<file path="src/design/tcqs_pkg.sv">
// shared types and constants of the text cnn query scorer
package tcqs_pkg;
    localparam int unsigned VOCAB_SIZE_DEF  = 1024;
    localparam int unsigned NUM_FILTERS_DEF = 128;
    localparam int unsigned PAD_LEN_DEF     = 12;
    localparam int unsigned ROWS_PER_ID     = 12;
    localparam int unsigned ID_W            = 10;
    localparam int unsigned VAL_W           = 16;
    localparam int unsigned SCORE_W         = 48;
    localparam int unsigned ADDR_W          = 21;
    localparam int unsigned COUNT_W         = 16;
    localparam int unsigned SUM_W           = 20;
    localparam int unsigned ACC_W           = 56;

    localparam logic [1:0] REG_UNKNOWN_ID = 2'd0;
    localparam logic [1:0] REG_PAD_ID     = 2'd1;
    localparam logic [1:0] REG_BIAS_ZERO  = 2'd2;
    localparam logic [1:0] REG_BIAS_ONE   = 2'd3;

    localparam logic [1:0] SEL_PARTIAL = 2'd0;
    localparam logic [1:0] SEL_FBIAS   = 2'd1;
    localparam logic [1:0] SEL_WZERO   = 2'd2;
    localparam logic [1:0] SEL_WONE    = 2'd3;

    typedef enum logic [3:0] {
        ST_IDLE,
        ST_CLEAR,
        ST_TAP,
        ST_TAP_LAST,
        ST_WIN_END,
        ST_FILT_BIAS,
        ST_FILT_MUL,
        ST_FILT_ACC,
        ST_FINAL,
        ST_OUT
    } tcqs_state_t;

    // controller to datapath
    typedef struct packed {
        logic clear_acc;    // zero both scores
        logic clear_sum;    // start a new window sum
        logic add_tap;      // add the registered partial into the sum
        logic take_best;    // compare the sum with the best so far
        logic first_win;    // first window of a filter
        logic add_bias;     // add filter bias to best
        logic mul;          // register both products
        logic acc;          // accumulate products
        logic finish;       // add output biases and saturate
    } tcqs_cmd_t;
endpackage

</file>
<file path="src/design/tcqs_ctrl.sv">
// controller: walks widths, filters, windows and taps for one query
module tcqs_ctrl
    import tcqs_pkg::*;
#(
    parameter int unsigned NUM_FILTERS = NUM_FILTERS_DEF,
    parameter int unsigned PAD_LEN     = PAD_LEN_DEF
) (
    input  logic                       aclk,
    input  logic                       aresetn,
    input  logic                       start,
    input  logic                       pass,
    input  logic [COUNT_W-1:0]         token_count,
    input  logic                       out_taken,
    output logic                       busy,
    output logic                       out_valid,
    output logic                       pass_out,
    output logic                       tok_clear,
    output tcqs_cmd_t                  cmd,
    output logic [$clog2(PAD_LEN)-1:0] slot_idx,
    output logic [$clog2(ROWS_PER_ID)-1:0] row_idx,
    output logic [$clog2(3*NUM_FILTERS)-1:0] col_idx,
    output logic [$clog2(NUM_FILTERS + 1)-1:0] filt_idx
);
    localparam int unsigned COL_W  = $clog2(3 * NUM_FILTERS);
    localparam int unsigned SLOT_W = $clog2(PAD_LEN);
    localparam int unsigned ROW_W  = $clog2(ROWS_PER_ID);
    localparam int unsigned F_W    = $clog2(NUM_FILTERS + 1);

    tcqs_state_t state_reg, state_next;
    logic [1:0]       wsel_reg, wsel_next;     // width minus three
    logic [F_W-1:0]   f_reg, f_next;
    logic [COL_W-1:0] col_reg, col_next;
    logic [SLOT_W-1:0] win_reg, win_next;
    logic [2:0]       tap_reg, tap_next;
    logic [ROW_W-1:0] rbase_reg, rbase_next;
    logic             pass_reg, pass_next;
    logic             firstw_reg, firstw_next;

    logic [2:0]        width;
    logic [SLOT_W-1:0] last_start;
    logic [SLOT_W:0]   pad_minus_w;

    assign width = 3'(wsel_reg) + 3'd3;
    assign pad_minus_w = (SLOT_W+1)'(PAD_LEN) - (SLOT_W+1)'(width);
    assign last_start = (token_count < COUNT_W'(pad_minus_w)) ?
                        SLOT_W'(token_count) : SLOT_W'(pad_minus_w);

    always_ff @(posedge aclk) begin
        if (!aresetn) begin
            state_reg <= ST_IDLE;
            pass_reg  <= 1'b0;
        end else begin
            state_reg <= state_next;
            pass_reg  <= pass_next;
        end
        wsel_reg   <= wsel_next;
        f_reg      <= f_next;
        col_reg    <= col_next;
        win_reg    <= win_next;
        tap_reg    <= tap_next;
        rbase_reg  <= rbase_next;
        firstw_reg <= firstw_next;
    end

    assign slot_idx = win_reg + SLOT_W'(tap_reg);
    assign row_idx  = rbase_reg + ROW_W'(tap_reg);
    assign col_idx  = col_reg;
    assign filt_idx = f_reg;
    assign busy      = (state_reg != ST_IDLE);
    assign out_valid = (state_reg == ST_OUT);
    assign pass_out  = pass_reg;

    always_comb begin
        state_next  = state_reg;
        wsel_next   = wsel_reg;
        f_next      = f_reg;
        col_next    = col_reg;
        win_next    = win_reg;
        tap_next    = tap_reg;
        rbase_next  = rbase_reg;
        pass_next   = pass_reg;
        firstw_next = firstw_reg;
        cmd         = '0;
        tok_clear   = 1'b0;
        case (state_reg)
            ST_IDLE: begin
                if (start) begin
                    pass_next = pass;
                    cmd.clear_acc = 1'b1;
                    wsel_next = '0; f_next = '0; col_next = '0;
                    win_next = '0; tap_next = '0; rbase_next = '0;
                    firstw_next = 1'b1;
                    cmd.clear_sum = 1'b1;
                    state_next = pass ? ST_TAP : ST_FINAL;
                end
            end
            // issue one table read per cycle, summed in the following cycle
            ST_TAP: begin
                if (tap_reg != 3'd0) cmd.add_tap = 1'b1;
                if (tap_reg == width - 3'd1) state_next = ST_TAP_LAST;
                else tap_next = tap_reg + 3'd1;
            end
            ST_TAP_LAST: begin
                cmd.add_tap = 1'b1;
                state_next = ST_WIN_END;
            end
            ST_WIN_END: begin
                cmd.take_best = 1'b1;
                cmd.first_win = firstw_reg;
                firstw_next = 1'b0;
                cmd.clear_sum = 1'b1;
                tap_next = '0;
                if (win_reg == last_start) state_next = ST_FILT_BIAS;
                else begin
                    win_next = win_reg + 1'b1;
                    state_next = ST_TAP;
                end
            end
            ST_FILT_BIAS: begin
                cmd.add_bias = 1'b1;
                state_next = ST_FILT_MUL;
            end
            ST_FILT_MUL: begin
                cmd.mul = 1'b1;
                state_next = ST_FILT_ACC;
            end
            ST_FILT_ACC: begin
                cmd.acc = 1'b1;
                win_next = '0;
                tap_next = '0;
                firstw_next = 1'b1;
                col_next = col_reg + 1'b1;
                if (f_reg == F_W'(NUM_FILTERS - 1)) begin
                    f_next = '0;
                    if (wsel_reg == 2'd2) state_next = ST_FINAL;
                    else begin
                        rbase_next = rbase_reg + ROW_W'(width);
                        wsel_next = wsel_reg + 1'b1;
                        state_next = ST_TAP;
                    end
                end else begin
                    f_next = f_reg + 1'b1;
                    state_next = ST_TAP;
                end
            end
            ST_FINAL: begin
                if (pass_reg) cmd.finish = 1'b1;
                tok_clear = 1'b1;
                state_next = ST_OUT;
            end
            ST_OUT: begin
                if (out_taken) state_next = ST_IDLE;
            end
            default: state_next = ST_IDLE;
        endcase
    end
endmodule

</file>
<file path="config.mk">
export PLATFORM = sky130hd
export DESIGN_NAME = tcqs_ctrl
export DESIGN_NICKNAME = d
export VERILOG_FILES = /design/src/design/tcqs_pkg.sv /design/src/design/tcqs_ctrl.sv
export SDC_FILE = /design/constraint.sdc
export NUM_CORES = 1
export LEC_CHECK = 0
export BUFFER_PORTS_ARGS = -buffer_cell sky130_fd_sc_hd__buf_2
export CAP_MARGIN = 30
export CORE_MARGIN = 2
export CORE_UTILIZATION = 44
export CTS_BUF_LIST = sky130_fd_sc_hd__clkbuf_8 sky130_fd_sc_hd__clkbuf_16
export CTS_CLUSTER_DIAMETER = 200
export CTS_CLUSTER_SIZE = 14
export DETAILED_ROUTE_END_ITERATION = 10
export GPL_TIMING_DRIVEN = 0
export HOLD_SLACK_MARGIN = 0.08
export PLACE_DENSITY = 0.67
export RECOVER_POWER = 100
export SETUP_SLACK_MARGIN = 0.05
export SKIP_LAST_GASP = 1
export SLEW_MARGIN = 40
export SYNTH_ARGS = -nofsm -noshare
export SYNTH_HDL_FRONTEND = slang
export SYNTH_SLANG_ARGS = --single-unit
</file>
<file path="constraint.sdc">
create_clock -name aclk -period 3.4 [get_ports aclk]
set_clock_uncertainty 0.15 [all_clocks]
set_input_delay 0.68 -clock aclk [delete_from_list [all_inputs] [get_ports aclk]]
set_output_delay 0.68 -clock aclk [all_outputs]
set_load 0.05 [all_outputs]
</file>
# ---- Word-level counts from Yosys, hierarchy flattened
# Index checks and enable logic that the tools add are counted.
dict set report classes {
  add_sub_neg 11
  magnitude_cmp 1
  n_eq_ne 19
  muxes 41
  reduce_logical 14
}
# operator n
set op_table {}
lappend op_table {{$mux 4} 11}
lappend op_table {{$pmux 4 s9} 1}
lappend op_table {{$pmux 9 s2} 1}
lappend op_table {{$eq 4x3->1 const B} 4}
lappend op_table {{$lt 16x5->1} 1}
lappend op_table {{$mux 8} 2}
lappend op_table {{$pmux 8 s2} 1}
lappend op_table {{$ne 2x2->1 const B} 7}
lappend op_table {{$add 4x3->4} 3}
lappend op_table {{$pmux 4 s3} 1}
lappend op_table {{$mux 2} 5}
lappend op_table {{$add 9x1->9 const B} 1}
lappend op_table {{$mux 1} 9}
lappend op_table {{$mux 3} 3}
lappend op_table {{$mux 9} 1}
lappend op_table {{$pmux 3 s3} 1}
lappend op_table {{$reduce_and 3->1} 3}
lappend op_table {{$reduce_bool 3->1} 3}
lappend op_table {{$add 8x1->8 const B} 1}
lappend op_table {{$eq 4x2->1 const B} 2}
lappend op_table {{$eq 4x4->1 const B} 2}
lappend op_table {{$eq 8x7->1 const B} 1}
lappend op_table {{$pmux 4 s2} 1}
lappend op_table {{$reduce_and 2->1} 3}
lappend op_table {{17 further kinds} 18}
dict set report totals {
  register_bits 36
  input_bits 21
  elab_cells 95
}

# ---- Logic depth before layout (Yosys ltp)
# Gate-level depths: netlist of run 1.
dict set report depth {
  ltp_word 7
  mapped_depth 11
}

# ---- Worst setup path after synthesis of run 1
# Ideal clock, no wire load.
dict set report synth_timing {
  path_type {register to output}
  startpoint {register state_reg[3]}
  endpoint {output cmd[0] in the netlist's numbering}
  arrival_ps 2340
  required_ps 2570
  slack_ps 230
  path_stages_with_launch 5
  path_buffers 1
  path_cell_list {dfxtp_1 -> clkbuf_1 -> nand2_1 -> nor3_1 -> and2_1}
}
# item line
set synth_lines {}
lappend synth_lines {{start: declaration} tcqs_ctrl.sv:29} ;# tcqs_state_t state_reg, state_next;
lappend synth_lines {{start signal: assignment} tcqs_ctrl.sv:53} ;# state_reg <= state_next;
lappend synth_lines {{end: declaration} tcqs_ctrl.sv:18} ;# output tcqs_cmd_t cmd,

# ---- Final worst setup path of run 1
dict set report layout_timing {
  startpoint {register wsel_reg[0]}
  endpoint {register win_reg[3] (enable)}
}
dict set report layout_between {
  elab_chain_len 7
}
# item line
set layout_lines {}
lappend layout_lines {{start: declaration} tcqs_ctrl.sv:30} ;# logic [1:0] wsel_reg, wsel_next;
lappend layout_lines {{start signal: assignment} tcqs_ctrl.sv:56} ;# wsel_reg <= wsel_next;
lappend layout_lines {{$add 2x2->3 (*)} tcqs_ctrl.sv:43} ;# assign width = 3'(wsel_reg) + 3'd3;
lappend layout_lines {{$sub 4x3->5 (*)} tcqs_ctrl.sv:44} ;# assign pad_minus_w = (SLOT_W+1)'(PAD_LEN) - (SLOT_W+1)'(width);
lappend layout_lines {{net pad_minus_w[0]} tcqs_ctrl.sv:41} ;# logic [SLOT_W:0] pad_minus_w;
lappend layout_lines {{$lt 16x5->1} tcqs_ctrl.sv:45} ;# assign last_start = (token_count < COUNT_W'(pad_minus_w)) ?
lappend layout_lines {{$mux 4 (*)} tcqs_ctrl.sv:45}
lappend layout_lines {{$eq 4x4->1 (*)} tcqs_ctrl.sv:113} ;# if (win_reg == last_start) state_next = ST_FILT_BIAS;
lappend layout_lines {{$ne 2x2->1 (no line) (*)} --}
lappend layout_lines {{$reduce_and 3->1 (no line) (*)} --}
lappend layout_lines {{end signal: assignment} tcqs_ctrl.sv:59} ;# win_reg <= win_next;
lappend layout_lines {{end: declaration} tcqs_ctrl.sv:33} ;# logic [SLOT_W-1:0] win_reg, win_next;
# Mark *: on every way through the listed nets, which the timed path passes. The rest lies on a longest branch.
# A chain may end at the register's enable or synchronous reset.

==> impl_metrics.csv, run 1 <==
group,metric,value,unit
route,vias_per_cell,5.22,
route,vias,2082,
final_layout,area_growth_syn_to_layout,18.0,%
sta,worst_pin_slew,0.909,ns
synthesis,syn_nets,304,
power_and_ir_drop,clkPwrFrac,0.110,
clock_tree,clkTransAtPathRegs,0.07,ns
worst_setup_path,crit_family,"simple AND/OR/NAND/NOR gates",
synthesis,ys_seq_area_frac,0.410,
synthesis,ys.flop_type,"edfxtp_1",
clock_tree,cts_made_buffers,5,
die,rows,27,
power_and_ir_drop,swShare,0.548,
route,wl_per_cell,13.4,um
final_layout,final_core_util,0.539,
power_and_ir_drop,leakage,1.22,nW
worst_setup_path,start_kind,"flip-flop",
placement,gp_congestion,0.856,
sta,finalSetupViolCount,0,
die,ios,59,
worst_setup_path,timing.critical_path.buf_inv,3,
synthesis,synth_top_area_frac,0.370,
power_and_ir_drop,sequentialPowerShare,0.291,
worst_setup_path,required,3.29,ns
clock_tree,cts.hold.buffers_added,0,
route,dr.max_layer_used,"met4",
die,dieArea,6340,um2
flow_run,maxCapViolations,0,
placement,placed_cell_area,2900,um2
final_layout,final_area,2970,um2
clock_tree,cts_tree,"yes",
synthesis,async_flop_share,0,
route,antenna_left,0,
synthesis,ys.warnings.count,0,
global_route,grt_max_degree,19,
synthesis,syn_area,2520,um2
route,routed-wl-met2,2390,um
die,start_util,0.457,
synthesis,ys_ff_latch,36,
clock_tree,clkLatencyLatePin,0.29,ns
sta,fmax,314,MHz
worst_setup_path,path_cells,"inv_1, ha_1, inv_1, ha_1, ha_1, a211oi_2, nand4_1, buf_4, or4_1, nand3_1, and4_2, a21oi_2",
sta,finalSetupTns,0,ns
power_and_ir_drop,p_comb_frac,0.599,
power_and_ir_drop,power,2.69,mW
global_route,grt-ovfl-total,0,
hold_path,hold_path.class,"flip-flop to flip-flop",
sta,slew_headroom,0.388,
synthesis,synth_most_common_cell,"nor2_1",
synthesis,netlist_top_cells_count,"40 x nor2_1, 31 x edfxtp_1, 23 x inv_1",
final_layout,n_fill_cell,533,
status,status,"finished, final reports clean",
clock_tree,clock_path_buffers,2,
synthesis,synth_area_leaders,"edfxtp_1 37%, ha_1 10%, nor2_1 6.0%",
final_layout,final_nets,371,
global_route,grt_pass1_vias,1949,
worst_setup_path,critPathArrivalTime,3.07,ns
global_route,track_usage,0.169,
route,drc,0,
global_route,grt_pass1_wl,8500,um
clock_tree,cts_sinks,36,
placement,port_buffers,58,
power_and_ir_drop,p_int,1.22,mW
clock_tree,htreeDepth,2,
worst_setup_path,crit_top_cell,"ha_1",
sta,hold_viol,0,
sta,slew_violations,0,
sta,fin_crit_sh,0.937,
placement,dpl.hpwl,4030,um
worst_setup_path,cp_slowest_cell,"edfxtp_1",
final_layout,insertedDiodeCount,0,
power_and_ir_drop,p_per_area,908,nW/um2
die,core_area,5510,um2
worst_setup_path,end_kind,"flip-flop",
final_layout,largest_reg_flops,9,
synthesis,syn-instance-count,259,
synthesis,synth_edf_count,31,
synthesis,synth_top_cell_by_area,"edfxtp_1",
synthesis,syn_avg_cell_area,9.71,um2
route,first_iter_violations,92,
worst_setup_path,critPathKind,"flip-flop to flip-flop",
worst_setup_path,path_max_fanout,8,
die,die_h,79.6,um
clock_tree,clock-root-buffer,"clkbuf_8",
route,drt_wl_total,5350,um
sta,post-route-min-period,3.19,ns
route,met3_length,304,um
power_and_ir_drop,vdd_ir_drop_max,0.000598,V
sta,grt_setup_unrepaired,"no",
route,drt-met1-wl,2590,um
die,die_w,79.6,um
worst_setup_path,cpPeakStageDelay,0.42,ns
synthesis,synth_cell_types,41,
final_layout,drive_above_1_share,0.135,
power_and_ir_drop,switchingPower,1.48,mW
global_route,antenna_found_initial,0,
route,drtPass1Iterations,4,
-- area by class of cell --
type,count,area (um2),area share
multi-input combinational,196,1400,0.472
buffer,4,15.0,0.00506
timing repair buffer,60,258,0.0868
clock buffer,5,68.8,0.0232
inverter,23,86.3,0.0291
sequential,36,1030,0.347
clock inverter,3,18.8,0.00632
tap,72,90.1,0.0304
-- cell families (layout without fill, tap and decap cells) --
family | count (synthesis) | in the layout | synth area share
simple gates | 114 | 114 | 0.238
flops | 36 | 36 | 0.410
compound gates | 30 | 30 | 0.0855
buf+inv | 27 | 95 | 0.0403
xor+xnor | 26 | 26 | 0.0905
fa+ha+maj | 24 | 24 | 0.128
mux | 2 | 2 | 0.00796
-- layer usage --
metal / up-vias / global-route usage
li1: 1047 / -
met1: 958 / 0.224
met2: 72 / 0.276
met3: 5 / 0.0305
met4: 0 / 0.0621
met5: - / 0
-- worst paths after layout --
path | start | endpoint | slack (ns) | cells after the start
hold reg to reg | pass_out | pass_out | 0.40 | 2
setup / recovery | wsel_reg[0] | win_reg[3] | 0.21 | 12
hold / removal | pass_out | pass_out | 0.40 | 2
setup reg to reg | wsel_reg[0] | win_reg[3] | 0.21 | 12
-- worst reg2reg max path: cells and delay by family, from the launching register on --
kind	cells	cell delay, ns
flops	1	0.42
buf+inv	3	0.38
simple gates	4	0.92
fa+ha+maj	3	0.74
compound gates	2	0.33
-- cell usage in the layout, fill, tap and decap left out, types with 3 or more instances in the layout --
cell and instances:
o22ai_1 5, inv_1 23, xnor2_1 15, or4_1 4, nand4_1 6, edfxtp_1 31, nand2b_1 3, nor2b_1 5
a21oi_1 5, buf_2 20, xor2_1 10, and3_1 7, clkbuf_1 42, o21ai_0 5, and2_1 3, dfxtp_1 5
nor2_1 40, fa_1 3, clkbuf_8 5, a21o_1 3, nor3_1 3, nand3_1 12, nand2_1 17, ha_1 21
nand3_2 3
-- per-stage QoR --
step	cells	setup slack (ns)	hold WS, ns
3_5_place_dp	389	-0.173	0.366
2_1_floorplan	259	0.230	0.451
4_1_cts	399	0.177	0.394
6_report	399	0.213	0.398
5_1_grt	399	0.0156	0.437
3_3_place_gp	389	-0.136	0.346
-- power groups by stage --
stage | Combinational, mW | Sequential, mW | Clock (mW)
after global placement | 1.63 | 0.793 | 0
final | 1.61 | 0.783 | 0.296
after global routing | 1.76 | 0.802 | 0.319
after floorplan | 1.14 | 0.942 | 0
after CTS | 1.66 | 0.781 | 0.305
after detailed placement | 1.64 | 0.794 | 0
-- what timing repair did --
action	4_1_cts	5_1_grt
endpoints found under the setup margin	5	5
buffers inserted	2	0
resized for setup	1	4
pin swaps	1	1
(Power assumes the default switching activity.)
==> run 2, diff against run 1 <==
--- a/config.mk
+++ b/config.mk
@@ -5,6 +5,7 @@
 export SDC_FILE = /design/constraint.sdc
 export NUM_CORES = 1
 export LEC_CHECK = 0
+export ABC_AREA = 1
 export BUFFER_PORTS_ARGS = -buffer_cell sky130_fd_sc_hd__buf_2
 export CAP_MARGIN = 30
 export CORE_MARGIN = 2
==> impl_metrics.csv, run 2 <==
group,metric,value,unit
die,start_util,0.449,
synthesis,syn-instance-count,318,
route,first_iter_violations,97,
sta,grt_setup_unrepaired,"no",
placement,gp_congestion,0.840,
final_layout,final_common_cell,"inv_1",
power_and_ir_drop,p_int,1.22,mW
die,die_h,81,um
sta,slew_headroom,0.372,
final_layout,drive_above_1_share,0.133,
power_and_ir_drop,vdd_ir_drop_max,0.000857,V
synthesis,ys.warnings.count,0,
clock_tree,clock-root-buffer,"clkbuf_8",
clock_tree,clkTransAtPathRegs,0.08,ns
synthesis,ys_seq_area_frac,0.395,
route,vias,2260,
global_route,grt-ovfl-total,0,
route,vias_per_cell,4.92,
worst_setup_path,rr_worst_depth,16,
synthesis,synth_cell_types,32,
die,dieArea,6560,um2
worst_setup_path,required,3.30,ns
route,drt_wl_total,5270,um
worst_setup_path,critPathArrivalTime,2.98,ns
worst_setup_path,timing.rr.start,"wsel_reg[0]",
worst_setup_path,cpPeakStageDelay,0.50,ns
route,drc,0,
synthesis,async_flop_share,0,
clock_tree,htreeDepth,2,
die,core_area,5820,um2
worst_setup_path,path_cells,"inv_2, ha_1, xnor2_1, ha_1, o21ai_1, nand2_2, nand2_4, nand3_4, nand2_1, nand2_1, nand2_1, nand2_1, nor2_2, nand3_2, nand2_1, inv_1",
synthesis,synth_top_cell_by_area,"edfxtp_1",
clock_tree,postCtsSetupRepairBufs,0,
final_layout,final_nets,428,
worst_setup_path,startpoint,"wsel_reg[0]",
worst_setup_path,crit_family,"simple AND/OR/NAND/NOR gates",
clock_tree,clkLatencyLatePin,0.29,ns
power_and_ir_drop,leakage,1.41,nW
power_and_ir_drop,switchingPower,1.60,mW
clock_tree,clock_path_buffers,2,
power_and_ir_drop,p_per_area,933,nW/um2
power_and_ir_drop,clkPwrFrac,0.105,
sta,slew_violations,0,
power_and_ir_drop,swShare,0.568,
clock_tree,cts_made_buffers,5,
worst_setup_path,timing.rr.end,"win_reg[1]",
worst_setup_path,path_max_fanout,8,
clock_tree,ctsResizeCount,0,
sta,fmax,325,MHz
clock_tree,cts.hold.buffers_added,0,
route,wl_per_cell,11.5,um
synthesis,syn_area,2610,um2
synthesis,synth_top_area_frac,0.357,
power_and_ir_drop,sequentialPowerShare,0.284,
sta,finalSetupViolCount,0,
final_layout,insertedDiodeCount,0,
hold_path,hold_path.class,"flip-flop to flip-flop",
global_route,grt_pass1_vias,2079,
synthesis,ys_ff_latch,36,
global_route,track_usage,0.174,
final_layout,final_area,3020,um2
sta,post-route-min-period,3.08,ns
clock_tree,cts_tree,"yes",
worst_setup_path,timing.critical_path.buf_inv,2,
worst_setup_path,cp_slowest_cell,"edfxtp_1",
worst_setup_path,path_depth,16,
worst_setup_path,r2r_slack,0.32,ns
worst_setup_path,start_kind,"flip-flop",
global_route,antenna_found_initial,0,
placement,dpl.hpwl,4200,um
status,status,"finished, final reports clean",
final_layout,area_growth_syn_to_layout,15.7,%
placement,placed_cell_area,2990,um2
synthesis,synth_area_leaders,"edfxtp_1 36%, ha_1 10%, inv_1 7.9%",
final_layout,n_fill_cell,610,
synthesis,syn_nets,363,
synthesis,netlist_top_cells_count,"55 x inv_1, 47 x nand2_1, 43 x nor2_1",
sta,hold_viol,0,
sta,fin_crit_sh,0.906,
worst_setup_path,critPathKind,"flip-flop to flip-flop",
route,drtPass1Iterations,4,
placement,port_buffers,58,
final_layout,final_core_util,0.519,
synthesis,ys.flop_type,"edfxtp_1",
clock_tree,cts_sinks,36,
die,die_w,81,um
global_route,grt_max_degree,18,
synthesis,synth_most_common_cell,"inv_1",
synthesis,synth_edf_count,31,
worst_setup_path,end_kind,"flip-flop",
flow_run,maxCapViolations,0,
worst_setup_path,crit_end,"win_reg[1]",
die,rows,28,
worst_setup_path,crit_top_cell,"nand2_1",
sta,finalSetupTns,0,ns
route,antenna_left,0,
final_layout,final_cell_mix,"59 x inv_1, 48 x nand2_1, 44 x nor2_1",
sta,worst_pin_slew,0.932,ns
power_and_ir_drop,p_comb_frac,0.612,
synthesis,syn_avg_cell_area,8.20,um2
global_route,grt_pass1_wl,8910,um
final_layout,largest_reg_flops,9,
die,ios,59,
## run 2: layout make-up
class / count / area (um2) / share of cell area
clock buffer: 5 / 68.8 / 0.0228
tap: 75 / 93.8 / 0.0311
clock inverter: 3 / 16.3 / 0.00539
buffer: 1 / 3.75 / 0.00124
sequential: 36 / 1030 / 0.342
multi-input combinational: 212 / 1300 / 0.432
inverter: 69 / 259 / 0.0858
timing repair buffer: 58 / 243 / 0.0804
## run 2: per-stage QoR
step	hold WS [ns]	total power, mW	cells	worst slack [ns]
after global routing	0.342	3.06	459	0.0377
after detailed placement	0.314	2.60	451	0.293
after floorplan	0.387	2.23	318	0.690
after global placement	0.307	2.58	451	0.340
after CTS	0.326	2.90	459	0.299
final	0.322	2.82	459	0.319
## run 2: worst min-delay path by stage
stage                              end  cells past startpoint          from  slack, ns
after floorplan           state_reg[2]                      2  state_reg[1]       0.39
after global placement        pass_out                      2      pass_out       0.31
after detailed placement      pass_out                      2      pass_out       0.31
after CTS                     pass_out                      2      pass_out       0.33
after global routing          pass_out                      2      pass_out       0.34
final                         pass_out                      2      pass_out       0.32
## run 2: kinds of logic (layout without fill, tap and decap cells)
group,count (synthesis),count (layout),synth area share
simple gates,143,143,0.273
flops,36,36,0.395
xor+xnor,10,10,0.0336
buf+inv,70,136,0.101
compound gates,35,35,0.0739
fa+ha+maj,24,24,0.124
## run 2: routing by layer
metal / wire length, um / share of wire / track usage
met2: 2450 / 0.47 / 0.289
met1: 2440 / 0.46 / 0.222
met5: 0 / 0 / 0
met3: 311 / 0.059 / 0.0444
met4: 59 / 0.011 / 0.0542
## run 2: tightest hold or removal path: stages (launching register included)
cell     delay, ns
dfxtp_1       0.31
inv_1         0.06
a21oi_1       0.06
## run 2: power by group through the flow
stage	Clock (mW)	Sequential [mW]	Combinational (mW)
3_5_place_dp	0	0.807	1.80
4_1_cts	0.300	0.798	1.80
6_report	0.295	0.798	1.72
2_1_floorplan	0	0.980	1.25
5_1_grt	0.324	0.821	1.91
3_3_place_gp	0	0.802	1.78
==> run 3, diff against run 2 <==
--- a/config.mk
+++ b/config.mk
@@ -8,7 +8,7 @@
 export ABC_AREA = 1
 export BUFFER_PORTS_ARGS = -buffer_cell sky130_fd_sc_hd__buf_2
 export CAP_MARGIN = 30
-export CORE_MARGIN = 2
+export CORE_MARGIN = 8
 export CORE_UTILIZATION = 44
 export CTS_BUF_LIST = sky130_fd_sc_hd__clkbuf_8 sky130_fd_sc_hd__clkbuf_16
 export CTS_CLUSTER_DIAMETER = 200
==> constraint.sdc (replaced) <==
create_clock -name aclk -period 3.6 [get_ports aclk]
set_clock_uncertainty 0.15 [all_clocks]
set_input_delay 0.72 -clock aclk [delete_from_list [all_inputs] [get_ports aclk]]
set_output_delay 0.72 -clock aclk [all_outputs]
set_load 0.05 [all_outputs]
==> impl_metrics.csv, run 3 (synthesized netlist as in run 2, its figures left out) <==
group,metric,value,unit
status,status,"finished, final reports clean",
final_layout,final_common_cell,"inv_1",
power_and_ir_drop,p_per_area,885,nW/um2
worst_setup_path,critPathKind,"flip-flop to flip-flop",
flow_run,maxCapViolations,0,
route,vias_per_cell,4.83,
final_layout,largest_reg_flops,9,
global_route,grt_pass1_wl,9530,um
sta,finalSetupTns,0,ns
worst_setup_path,start_kind,"flip-flop",
die,dieArea,8650,um2
clock_tree,clkLatencyLatePin,0.29,ns
worst_setup_path,critPathArrivalTime,3.07,ns
final_layout,insertedDiodeCount,0,
sta,fin_crit_sh,0.882,
hold_path,hold_path.class,"flip-flop to flip-flop",
clock_tree,cts_sinks,36,
power_and_ir_drop,clkPwrFrac,0.103,
power_and_ir_drop,p_int,1.15,mW
route,drtPass1Iterations,4,
sta,slew_headroom,0.373,
power_and_ir_drop,switchingPower,1.52,mW
global_route,antenna_found_initial,0,
clock_tree,postCtsSetupRepairBufs,0,
placement,post-place-ws,0.505,ns
final_layout,final_nets,428,
clock_tree,cts_made_buffers,5,
worst_setup_path,end_kind,"flip-flop",
die,die_w,93,um
final_layout,area_growth_syn_to_layout,15.6,%
sta,worst_pin_slew,0.931,ns
sta,hold_viol,0,
route,wl_per_cell,12.1,um
final_layout,drive_above_1_share,0.133,
clock_tree,cts_tree,"yes",
global_route,grt-ovfl-total,0,
power_and_ir_drop,swShare,0.568,
die,ios,59,
global_route,grt_max_degree,18,
sta,slew_violations,0,
clock_tree,htreeDepth,2,
sta,finalSetupViolCount,0,
placement,dpl.hpwl,4570,um
power_and_ir_drop,p_comb_frac,0.616,
global_route,grt_pass1_vias,2134,
final_layout,final_cell_mix,"60 x inv_1, 47 x nand2_1, 45 x nor2_1",
die,start_util,0.449,
power_and_ir_drop,sequentialPowerShare,0.281,
placement,port_buffers,58,
clock_tree,clkTransAtPathRegs,0.08,ns
clock_tree,clock_path_buffers,2,
die,die_h,93,um
die,rows,28,
sta,setup_ws,0.425,ns
final_layout,final_core_util,0.519,
route,drc,0,
route,drt_wl_total,5560,um
route,vias,2218,
clock_tree,cts.hold.buffers_added,0,
route,antenna_left,0,
placement,gp_congestion,0.811,
worst_setup_path,path_max_fanout,8,
global_route,track_usage,0.134,
power_and_ir_drop,leakage,1.42,nW
die,core_area,5820,um2
sta,post-route-min-period,3.17,ns
clock_tree,clock-root-buffer,"clkbuf_8",
sta,grt_setup_unrepaired,"no",
route,first_iter_violations,98,
clock_tree,ctsResizeCount,0,
power_and_ir_drop,vdd_ir_drop_max,0.000700,V
final_layout,n_fill_cell,602,
worst_setup_path,required,3.50,ns
sta,fmax,315,MHz
run 3: worst max-delay path: stages, from the launching register on:
cell,delay [ns]
edfxtp_1,0.51
inv_1,0.18
ha_1,0.35
xnor2_1,0.37
ha_1,0.32
o21ai_2,0.06
nand2_2,0.08
nand2_4,0.11
nand3_4,0.11
nand2_2,0.08
nand2_1,0.05
nand2_1,0.05
nand2_1,0.06
nor2_1,0.13
nand3_1,0.16
nand2_1,0.09
inv_1,0.09
run 3: power by group through the flow:
| stage | clock, mW | sequential [mW] | combinational, mW |
|---|---|---|---|
| 2_1_floorplan | 0 | 0.925 | 1.19 |
| 3_3_place_gp | 0 | 0.756 | 1.70 |
| 3_5_place_dp | 0 | 0.760 | 1.72 |
| 4_1_cts | 0.283 | 0.752 | 1.73 |
| 5_1_grt | 0.299 | 0.773 | 1.83 |
| 6_report | 0.275 | 0.750 | 1.65 |
run 3: metal layers:
metal | track usage | routed length (um) | vias up
li1 | - | - | 1152
met4 | 0.0403 | 42 | 0
met2 | 0.225 | 2540 | 57
met5 | 0 | 0 | -
met1 | 0.157 | 2540 | 1005
met3 | 0.0457 | 425 | 4
run 3: path summary, 6_finish.rpt:
kind	from	to	slack, ns	cells after the start
setup / recovery	wsel_reg[0]	win_reg[0]	0.43	16
setup reg to reg	wsel_reg[0]	win_reg[0]	0.43	16
hold reg to reg	pass_out	pass_out	0.33	2
hold / removal	pass_out	pass_out	0.33	2
run 3: area by class of cell:
cell class,count,area (um2),area share
repair buffers,58,243,0.0805
multi-input cells,212,1300,0.431
flip-flops and latches,36,1030,0.342
clock inverters,3,16.3,0.00539
plain buffers,1,3.75,0.00124
inverters,69,259,0.0859
clock buffers,5,68.8,0.0228
well taps,75,93.8,0.0311
run 3: stage by stage:
step / hold slack (ns) / instance area (um2) / instances / power [mW]
after floorplan: 0.387 / 2610 / 318 / 2.11
after global placement: 0.306 / 2990 / 451 / 2.45
after detailed placement: 0.320 / 2990 / 451 / 2.48
after CTS: 0.331 / 3080 / 459 / 2.76
after global routing: 0.344 / 3020 / 459 / 2.90
final: 0.328 / 3020 / 459 / 2.67
